`src/hdl/b64s_pkg.sv`:
```
// Shared types, constants and character-mapping functions for the base64url stream codec.
package b64s_pkg;

   // Most results that one input beat can produce (last encode beat with padding)
   localparam int unsigned MaxResults = 4;
   localparam int unsigned CountWidth = $clog2(MaxResults + 1);
   localparam int unsigned SlotWidth  = $clog2(MaxResults);

   localparam logic [7:0] PadChar = 8'h3D;

   // Configuration register indexes
   localparam logic CSR_DECODE_DIRECTION = 1'b0;
   localparam logic CSR_PAD_ENABLE       = 1'b1;

   typedef struct packed {
      logic [7:0] in_byte;
      logic       in_last;
   } req_type;

   typedef struct packed {
      logic [7:0] out_byte;
      logic       out_has_data;
      logic       out_last;
      logic       out_bad_char;
   } rsp_type;

   // All results of one input beat, slot 0 first
   typedef struct packed {
      rsp_type [MaxResults-1:0] item;
      logic [CountWidth-1:0]    count;
   } group_type;

   typedef struct packed {
      logic [1:0] phase;
      logic [5:0] carry;
   } codec_state_type;

   // Map a 6-bit value to its URL-safe alphabet character
   function automatic logic [7:0] sextet_char(input logic [5:0] v);
      logic [7:0] ch;
      if (v < 6'd26) begin
         ch = 8'h41 + {2'b00, v};
      end else if (v < 6'd52) begin
         ch = 8'h61 + {2'b00, v} - 8'd26;
      end else if (v < 6'd62) begin
         ch = 8'h30 + {2'b00, v} - 8'd52;
      end else if (v == 6'd62) begin
         ch = 8'h2D;
      end else begin
         ch = 8'h5F;
      end
      return ch;
   endfunction

   // Map a character of either alphabet to its value; {bad, value}, bad chars give 63
   function automatic logic [6:0] char_value(input logic [7:0] c);
      logic [7:0] diff;
      logic [6:0] res;
      diff = 8'h00;
      if (c >= 8'h41 && c <= 8'h5A) begin
         diff = c - 8'h41;
         res  = {1'b0, diff[5:0]};
      end else if (c >= 8'h61 && c <= 8'h7A) begin
         diff = c - 8'h61 + 8'd26;
         res  = {1'b0, diff[5:0]};
      end else if (c >= 8'h30 && c <= 8'h39) begin
         diff = c - 8'h30 + 8'd52;
         res  = {1'b0, diff[5:0]};
      end else if (c == 8'h2D || c == 8'h2B) begin
         res = {1'b0, 6'd62};
      end else if (c == 8'h5F || c == 8'h2F) begin
         res = {1'b0, 6'd63};
      end else begin
         res = {1'b1, 6'd63};
      end
      return res;
   endfunction

endpackage

```
`src/hdl/b64s_core.sv`:
```
// Single-pass conversion of one beat into its group of results and the next codec state.
module b64s_core (
   input  b64s_pkg::req_type         item,
   input  b64s_pkg::codec_state_type state_cur,
   input  logic                      decode_direction,
   input  logic                      pad_enable,
   output b64s_pkg::group_type       group,
   output b64s_pkg::codec_state_type state_nxt
);
   import b64s_pkg::*;

   logic [CountWidth-1:0] n;
   logic [SlotWidth-1:0]  last_slot;
   logic [1:0]            ph;
   logic [6:0]            cv;
   logic [5:0]            v;
   logic                  bad;
   logic [5:0]            c;

   always_comb begin
      n         = '0;
      group     = '0;
      state_nxt = state_cur;
      bad       = 1'b0;
      cv        = char_value(item.in_byte);
      v         = cv[5:0];
      c         = state_cur.carry;
      ph        = state_cur.phase;
      last_slot = '0;

      if (!decode_direction) begin
         // Encode: a phase of three restarts the group
         if (ph == 2'd3) begin
            ph = 2'd0;
         end
         case (ph)
            2'd0: begin
               group.item[0].out_byte = sextet_char(item.in_byte[7:2]);
               group.item[0].out_has_data = 1'b1;
               n = CountWidth'(1);
               state_nxt.carry = {item.in_byte[1:0], 4'b0000};
               state_nxt.phase = 2'd1;
            end
            2'd1: begin
               group.item[0].out_byte = sextet_char(c | {2'b00, item.in_byte[7:4]});
               group.item[0].out_has_data = 1'b1;
               n = CountWidth'(1);
               state_nxt.carry = {item.in_byte[3:0], 2'b00};
               state_nxt.phase = 2'd2;
            end
            default: begin
               group.item[0].out_byte = sextet_char(c | {4'b0000, item.in_byte[7:6]});
               group.item[0].out_has_data = 1'b1;
               group.item[1].out_byte = sextet_char(item.in_byte[5:0]);
               group.item[1].out_has_data = 1'b1;
               n = CountWidth'(2);
               state_nxt.carry = 6'd0;
               state_nxt.phase = 2'd0;
            end
         endcase
         // Flush a short final group, then pad
         if (item.in_last && state_nxt.phase != 2'd0) begin
            group.item[1].out_byte = sextet_char(state_nxt.carry);
            group.item[1].out_has_data = 1'b1;
            n = CountWidth'(2);
            if (pad_enable) begin
               group.item[2].out_byte = PadChar;
               group.item[2].out_has_data = 1'b1;
               n = CountWidth'(3);
               if (state_nxt.phase == 2'd1) begin
                  group.item[3].out_byte = PadChar;
                  group.item[3].out_has_data = 1'b1;
                  n = CountWidth'(4);
               end
            end
         end
      end else begin
         // Decode: pad characters are skipped and leave the phase alone
         if (item.in_byte != PadChar) begin
            bad = cv[6];
            case (ph)
               2'd0: begin
                  state_nxt.carry = v;
                  state_nxt.phase = 2'd1;
               end
               2'd1: begin
                  group.item[0].out_byte = {c, v[5:4]};
                  n = CountWidth'(1);
                  state_nxt.carry = {2'b00, v[3:0]};
                  state_nxt.phase = 2'd2;
               end
               2'd2: begin
                  group.item[0].out_byte = {c[3:0], v[5:2]};
                  n = CountWidth'(1);
                  state_nxt.carry = {4'b0000, v[1:0]};
                  state_nxt.phase = 2'd3;
               end
               default: begin
                  group.item[0].out_byte = {c[1:0], v};
                  n = CountWidth'(1);
                  state_nxt.carry = 6'd0;
                  state_nxt.phase = 2'd0;
               end
            endcase
            group.item[0].out_has_data = 1'b1;
            group.item[0].out_bad_char = bad;
         end
         // Close a stream whose last beat gave no byte with an empty result
         if (item.in_last && n == '0) begin
            group.item[0].out_byte     = 8'h00;
            group.item[0].out_has_data = 1'b0;
            group.item[0].out_bad_char = bad;
            n = CountWidth'(1);
         end
      end

      // Mark the final result and restart the stream state
      if (item.in_last) begin
         last_slot = n[SlotWidth-1:0] - SlotWidth'(1);
         group.item[last_slot].out_last = 1'b1;
         state_nxt = '0;
      end
      group.count = n;
   end

endmodule

```
`src/hdl/b64s_drain.sv`:
```
// Result buffer for one beat's group; sends one result per cycle if rsp_ready is high.
module b64s_drain (
   input  logic                clock,
   input  logic                reset,
   input  logic                load_valid,
   output logic                load_ready,
   input  b64s_pkg::group_type load_group,
   output logic                rsp_valid,
   input  logic                rsp_ready,
   output b64s_pkg::rsp_type   rsp_data
);
   import b64s_pkg::*;

   group_type             group_ff;
   logic [CountWidth-1:0] remaining_ff, remaining_in;
   logic [SlotWidth-1:0]  slot_ff, slot_in;

   // Free when empty, or once the last held result leaves this cycle
   assign load_ready = (remaining_ff == '0) ||
                       (remaining_ff == CountWidth'(1) && rsp_ready);
   assign rsp_valid  = (remaining_ff != '0);
   assign rsp_data   = group_ff.item[slot_ff];

   // Advance through the group, or load the next one
   always_comb begin
      remaining_in = remaining_ff;
      slot_in      = slot_ff;
      if (load_valid && load_ready) begin
         remaining_in = load_group.count;
         slot_in      = '0;
      end else if (rsp_valid && rsp_ready) begin
         remaining_in = remaining_ff - CountWidth'(1);
         slot_in      = slot_ff + SlotWidth'(1);
      end
   end

   always_ff @(posedge clock) begin
      if (reset) begin
         remaining_ff <= '0;
         slot_ff      <= '0;
      end else begin
         remaining_ff <= remaining_in;
         slot_ff      <= slot_in;
      end
   end

   // Hold payload; no reset needed
   always_ff @(posedge clock) begin
      if (load_valid && load_ready) begin
         group_ff <= load_group;
      end
   end

endmodule

```
`src/hdl/base64url_stream_codec_unit.sv`:
```
// Top level of the base64url stream codec: input register, state, config and result buffer.
//
// Usage:
//   req_valid/req_ready/req_data carry one byte (or character) per beat with an
//   end-of-stream flag. rsp_valid/rsp_ready/rsp_data return encoded characters or
//   decoded bytes, each with has_data, last and bad_char flags.
//   csr_write_en/csr_index/csr_wdata set decode_direction (index 0) and
//   pad_enable (index 1); write only while no stream is in flight.
// Path: an accepted beat is held in the input register, converted by the core
//   as the result buffer loads its group, and sent from that buffer on
//   rsp_data.
// Throughput: one beat per cycle while rsp_ready is high and each beat yields
//   at most one result. A beat that yields several results holds the result
//   buffer until the single result port has sent them all; encoding averages four results per three bytes.
// Reset: clears the stream state, empties the input register and result
//   buffer, sets decode_direction to 0 and pad_enable to 1.
// Stall: with rsp_ready low the result buffer holds its group, the input
//   register fills with the next beat, and req_ready then drops.
module base64url_stream_codec_unit (
   input  logic              clock,
   input  logic              reset,
   input  logic              req_valid,
   output logic              req_ready,
   input  b64s_pkg::req_type req_data,
   output logic              rsp_valid,
   input  logic              rsp_ready,
   output b64s_pkg::rsp_type rsp_data,
   input  logic              csr_write_en,
   input  logic              csr_index,
   input  logic              csr_wdata
);
   import b64s_pkg::*;

   req_type         req_ff;
   logic            req_valid_ff, req_valid_in;
   codec_state_type state_ff, state_in;
   logic            decode_ff, decode_in;
   logic            pad_ff, pad_in;
   group_type       group;
   logic            load_ready;
   logic            load_fire;

   assign load_fire = req_valid_ff && load_ready;
   assign req_ready = !req_valid_ff || load_ready;

   b64s_core u_core (
      .item             (req_ff),
      .state_cur        (state_ff),
      .decode_direction (decode_ff),
      .pad_enable       (pad_ff),
      .group            (group),
      .state_nxt        (state_in)
   );

   b64s_drain u_drain (
      .clock      (clock),
      .reset      (reset),
      .load_valid (req_valid_ff),
      .load_ready (load_ready),
      .load_group (group),
      .rsp_valid  (rsp_valid),
      .rsp_ready  (rsp_ready),
      .rsp_data   (rsp_data)
   );

   // Decode configuration writes
   always_comb begin
      decode_in = decode_ff;
      pad_in    = pad_ff;
      if (csr_write_en) begin
         unique case (csr_index)
            CSR_DECODE_DIRECTION: decode_in = csr_wdata;
            CSR_PAD_ENABLE:       pad_in    = csr_wdata;
            default:              decode_in = decode_ff;
         endcase
      end
   end

   // Track input register occupancy
   always_comb begin
      req_valid_in = req_valid_ff;
      if (req_valid && req_ready) begin
         req_valid_in = 1'b1;
      end else if (load_fire) begin
         req_valid_in = 1'b0;
      end
   end

   always_ff @(posedge clock) begin
      if (reset) begin
         req_valid_ff <= 1'b0;
         state_ff     <= '0;
         decode_ff    <= 1'b0;
         pad_ff       <= 1'b1;
      end else begin
         req_valid_ff <= req_valid_in;
         decode_ff    <= decode_in;
         pad_ff       <= pad_in;
         if (load_fire) begin
            state_ff <= state_in;
         end
      end
   end

   // Capture the input beat
   always_ff @(posedge clock) begin
      if (req_valid && req_ready) begin
         req_ff <= req_data;
      end
   end

   // A group never exceeds the result buffer
   assert property (@(posedge clock) disable iff (reset)
      load_fire |-> (group.count <= CountWidth'(MaxResults)))
      else $error("result group larger than buffer");

   // Encoding always produces at least one character
   assert property (@(posedge clock) disable iff (reset)
      (load_fire && !decode_ff) |-> (group.count != '0))
      else $error("encode beat produced no result");

   // A final beat leaves the stream state cleared
   assert property (@(posedge clock) disable iff (reset)
      (load_fire && req_ff.in_last) |=> (state_ff == '0))
      else $error("stream state not cleared after last beat");

   // A final beat always ends with a result flagged last
   assert property (@(posedge clock) disable iff (reset)
      (load_fire && req_ff.in_last) |->
         group.item[group.count[SlotWidth-1:0] - SlotWidth'(1)].out_last)
      else $error("last beat without a last result");

endmodule
```
`config.mk`:
```
export PLATFORM = sky130hd
export DESIGN_NAME = base64url_stream_codec_unit
export DESIGN_NICKNAME = d
export VERILOG_FILES = /design/src/hdl/b64s_pkg.sv /design/src/hdl/b64s_core.sv /design/src/hdl/b64s_drain.sv /design/src/hdl/base64url_stream_codec_unit.sv
export SDC_FILE = /design/constraint.sdc
export NUM_CORES = 1
export LEC_CHECK = 0
export BUFFER_PORTS_ARGS = -buffer_cell sky130_fd_sc_hd__clkbuf_2
export CAP_MARGIN = 20
export CORE_MARGIN = 2
export CORE_UTILIZATION = 40
export DETAILED_ROUTE_END_ITERATION = 12
export SLEW_MARGIN = 10
export SYNTH_ARGS = -nofsm -noshare
export SYNTH_HDL_FRONTEND = slang
export SYNTH_SLANG_ARGS = --single-unit
```
`constraint.sdc`:
```
create_clock -name clock -period 4.4 [get_ports clock]
set_clock_uncertainty 0.15 [all_clocks]
set_input_delay 1.32 -clock clock [delete_from_list [all_inputs] [get_ports clock]]
set_output_delay 1.32 -clock clock [all_outputs]
set_load 0.02 [all_outputs]
```
==> results by group <==
Setup path
  • CP Max Fanout: 4
  • CP max stage delay: 0.28 ns
  • Critical path buffers and inverters: 2
  • Critical Path Sink: req_ready
  • CP startpoint: rsp_ready
  • Crit path arrival time: 2.07 ns
  • Cell depth of the worst setup path: 4
  • Crit path cell chain: clkbuf_2 > a21oi_1 > o21ai_0 > clkbuf_2
  • Nature of the critical path startpoint: input pin
  • Setup crit end kind: primary output
  • CP Data Required Time: 2.93 ns
  • R2R setup slack: 0.87 ns
  • Most frequent cell on the critical path: clkbuf_2
  • Worst reg2reg endpoint: u_drain.group_ff[7]
  • Worst R2R Path Depth: 8
  • Slowest cell on crit path: a21oi_1
  • R2R Path Start: req_ff[3]
  • Crit path max-delay family: compound AO/OA/AOI/OAI gates
  • Crit path kind: input pin to primary output

Detailed routing
  • Post-DRT Antenna Nets: 0
  • DR iter-0 viols: 581
  • Via count: 5307
  • Metal2 WL: 7.27 mm
  • Via density per instance: 6.16
  • Routed met1 length: 7.23 mm
  • WL final: 15.8 mm
  • Highest routed metal layer: met4
  • WL met3: 1.05 mm
  • First-pass iteration count of the detailed router: 6
  • DR WL/cell: 18.4 microns
  • # DRC: 0

Synthesis
  • Cells after Synth: 682
  • #FFs+latches synth: 50
  • Async SR Flop Fraction: 0%
  • Post-synth EDFFs: 34
  • Post-Syn Area: 5350 sq um
  • Library cells used by synthesis: 74
  • Mapped Nets: 746
  • Register area share after synthesis: 25.1%
  • Synthesized area per cell: 7.84 sq um
  • Leading register cell type out of synthesis: edfxtp_1
  • Synth warn: 0

Timing
  • Slew Limit Headroom: 34.7%
  • Slew at the pin closest to its max-slew limit: 0.973 ns
  • Min Tclk post-route: 3.54 ns
  • Max Clk Rate: 282 MHz
  • Fin crit share: 80.5%
  • Fin. Hold Viols: 0
  • Final Max Slew Viols: 0
  • Min Hold Slack: 0.404 ns
  • Total negative slack: 0 ns
  • Setup violators final: 0
  • Unrepaired setup endpoints after global routing: no

Clock network
  • Depth of the CTS H-tree: 2
  • # clock sinks: 50
  • TritonCTS clock tree: yes
  • Clk Latency, worst-skew pair: 0.29 ns
  • CTS clk-pin slew, worst paths: 0.07 ns
  • CTS Buffer Depth: 2
  • Post-CTS Hold Fix Bufs: 0
  • CTS resizes: 0
  • CTS root buffer: clkbuf_16
  • Setup bufs post-CTS: 0
  • TritonCTS buffer count: 5

Die
  • Die height: 120 microns
  • Starting Density: 40.7%
  • Die Width: 120 microns
  • # rows: 42
  • I/O pins: 29
  • Die area: 14300 sq um
  • CORE AREA: 13100 sq um

Finish
  • Most frequent cells in the layout: 61 x nand2_1, 53 x a21oi_1, 50 x nor2_1, 48 x ha_1
  • Finished layout cell area: 5800 sq um
  • Final nets: 748
  • Area delta synth->final: 8.54%
  • Number of diodes: 0
  • Share of cells above drive strength 1: 10.5%
  • Final core occ: 44.2%
  • Most common cell after layout, fill and taps aside: nand2_1

Pwr
  • Worst ir drop on vdd: 171 uV
  • Power per standard cell area: 384 nW/um^2
  • Leakage power: 0.00223 uW

Placement
  • Placer Congestion: 0.948
  • Placed inst area: 5630 sq um
  • DP Wirelength: 11.8 mm
  • Port Buf Inserts: 28

GRT
  • First-pass GRT wire length: 25.8 mm
  • Vias in the first global route: 4898
  • Largest net degree at the start of global routing: 34
  • Gr usage total: 22.1%
  • Gr ovfl total: 0
  • Initial antenna violation count: 0

Hold path
  • Hold Path Origin: req_valid_ff
  • Hold Path Depth: 2
  • Hold Path Class: flip-flop to flip-flop

Flow run
  • Max-cap violations: 0

Status
  • Status: completed
power by group:
part / leakage [uW] / switching [uW] / total (uW) / internal [uW]
registers: 0.000452 / 88.2 / 701 / 613
clock network: 0.0000844 / 185 / 457 / 272
logic: 0.00169 / 667 / 1070 / 402
worst min path at each step:
stage              endpoint  slack (ns)
2_1_floorplan   state_ff[5]        0.34
3_3_place_gp    state_ff[7]        0.38
3_5_place_dp   req_valid_ff        0.39
4_1_cts        req_valid_ff        0.40
5_1_grt         state_ff[7]        0.44
6_report       req_valid_ff        0.40
worst register-to-register path, delay by kind of cell (launching register included):
kind / cells / cell delay [ns]
flops: 1 / 0.67
compound gates: 5 / 1.59
simple gates: 1 / 0.14
fa+ha+maj: 1 / 0.57
mux: 1 / 0.16
per-stage QoR:
step / setup slack (ns) / power [uW] / instances
floorplan: 0.388 / 1460 / 682
global placement: 0.868 / 1750 / 853
detailed placement: 0.872 / 1760 / 853
CTS: 0.868 / 2220 / 861
global route: 0.695 / 2370 / 861
finish: 0.858 / 2230 / 861
routing by layer:
| layer | global-route usage [%] | up-vias |
|---|---|---|
| met5 | 0 | - |
| met4 | 5.74 | 0 |
| met3 | 2.95 | 27 |
| met2 | 34.6 | 239 |
| met1 | 32.0 | 2511 |
| li1 | - | 2530 |
registers in the layout, indices dropped and copies added, names as in the netlist:
signal                count
req_ff                    9
u_drain.remaining_ff      3
u_drain.slot_ff           2
decode_ff                 1
req_valid_ff              1
pad_ff                    1
state_ff                  8
u_drain.group_ff         25
area by class of cell:
type                    count  area (sq um)
fillers                  1345          7330
clock inverters             3          47.5
clock buffers               5           125
repair buffers             42           245
inverters                  42           158
multi-input cells         543          3670
flip-flops and latches     50          1340
well taps                 176           220
logic make-up after synthesis:
group	after synthesis	share of synthesized area, %
adders and majority gates	48	11.2
xor gates and xnor gates	23	3.77
buffers and inverters	89	6.46
AOI/OAI and AO/OA	226	28.8
and+or+nand+nor	229	21.1
muxes	17	3.56
DFF	50	25.1
synth_stat cells (all sizes together), types with 4 or more instances:
| master | count | share of area, % |
|---|---|---|
| nand3 | 22 | 2.1 |
| dfxtp | 16 | 6.0 |
| a311oi | 5 | 0.94 |
| buf | 11 | 0.98 |
| o21ai | 45 | 4.2 |
| o221ai | 7 | 1.1 |
| o211ai | 13 | 1.9 |
| mux2i | 10 | 1.9 |
| and2 | 6 | 0.70 |
| o22ai | 8 | 0.94 |
| o31ai | 9 | 1.4 |
| o21a | 8 | 1.1 |
| nor2 | 51 | 3.6 |
| a221oi | 5 | 0.82 |
| nor3 | 18 | 1.7 |
| ha | 48 | 11 |
| and3 | 7 | 0.82 |
| a22oi | 11 | 1.5 |
| nor4 | 6 | 0.70 |
| a21oi | 53 | 5.0 |
| nor2b | 12 | 1.4 |
| nor3b | 4 | 0.66 |
| a211oi | 9 | 1.3 |
| or2 | 5 | 0.59 |
| nand4 | 9 | 1.1 |
| o2111ai | 5 | 0.82 |
| clkbuf | 36 | 2.5 |
| o311ai | 5 | 0.82 |
| mux2 | 6 | 1.3 |
| nand2 | 61 | 4.3 |
| nand2b | 12 | 1.4 |
| xnor2 | 16 | 2.6 |
| xor2 | 7 | 1.1 |
| a21o | 9 | 1.3 |
| or3 | 8 | 0.94 |
| inv | 42 | 2.9 |
| edfxtp | 34 | 19 |
| a31oi | 5 | 0.59 |
Power figures use the tool's default switching activity.
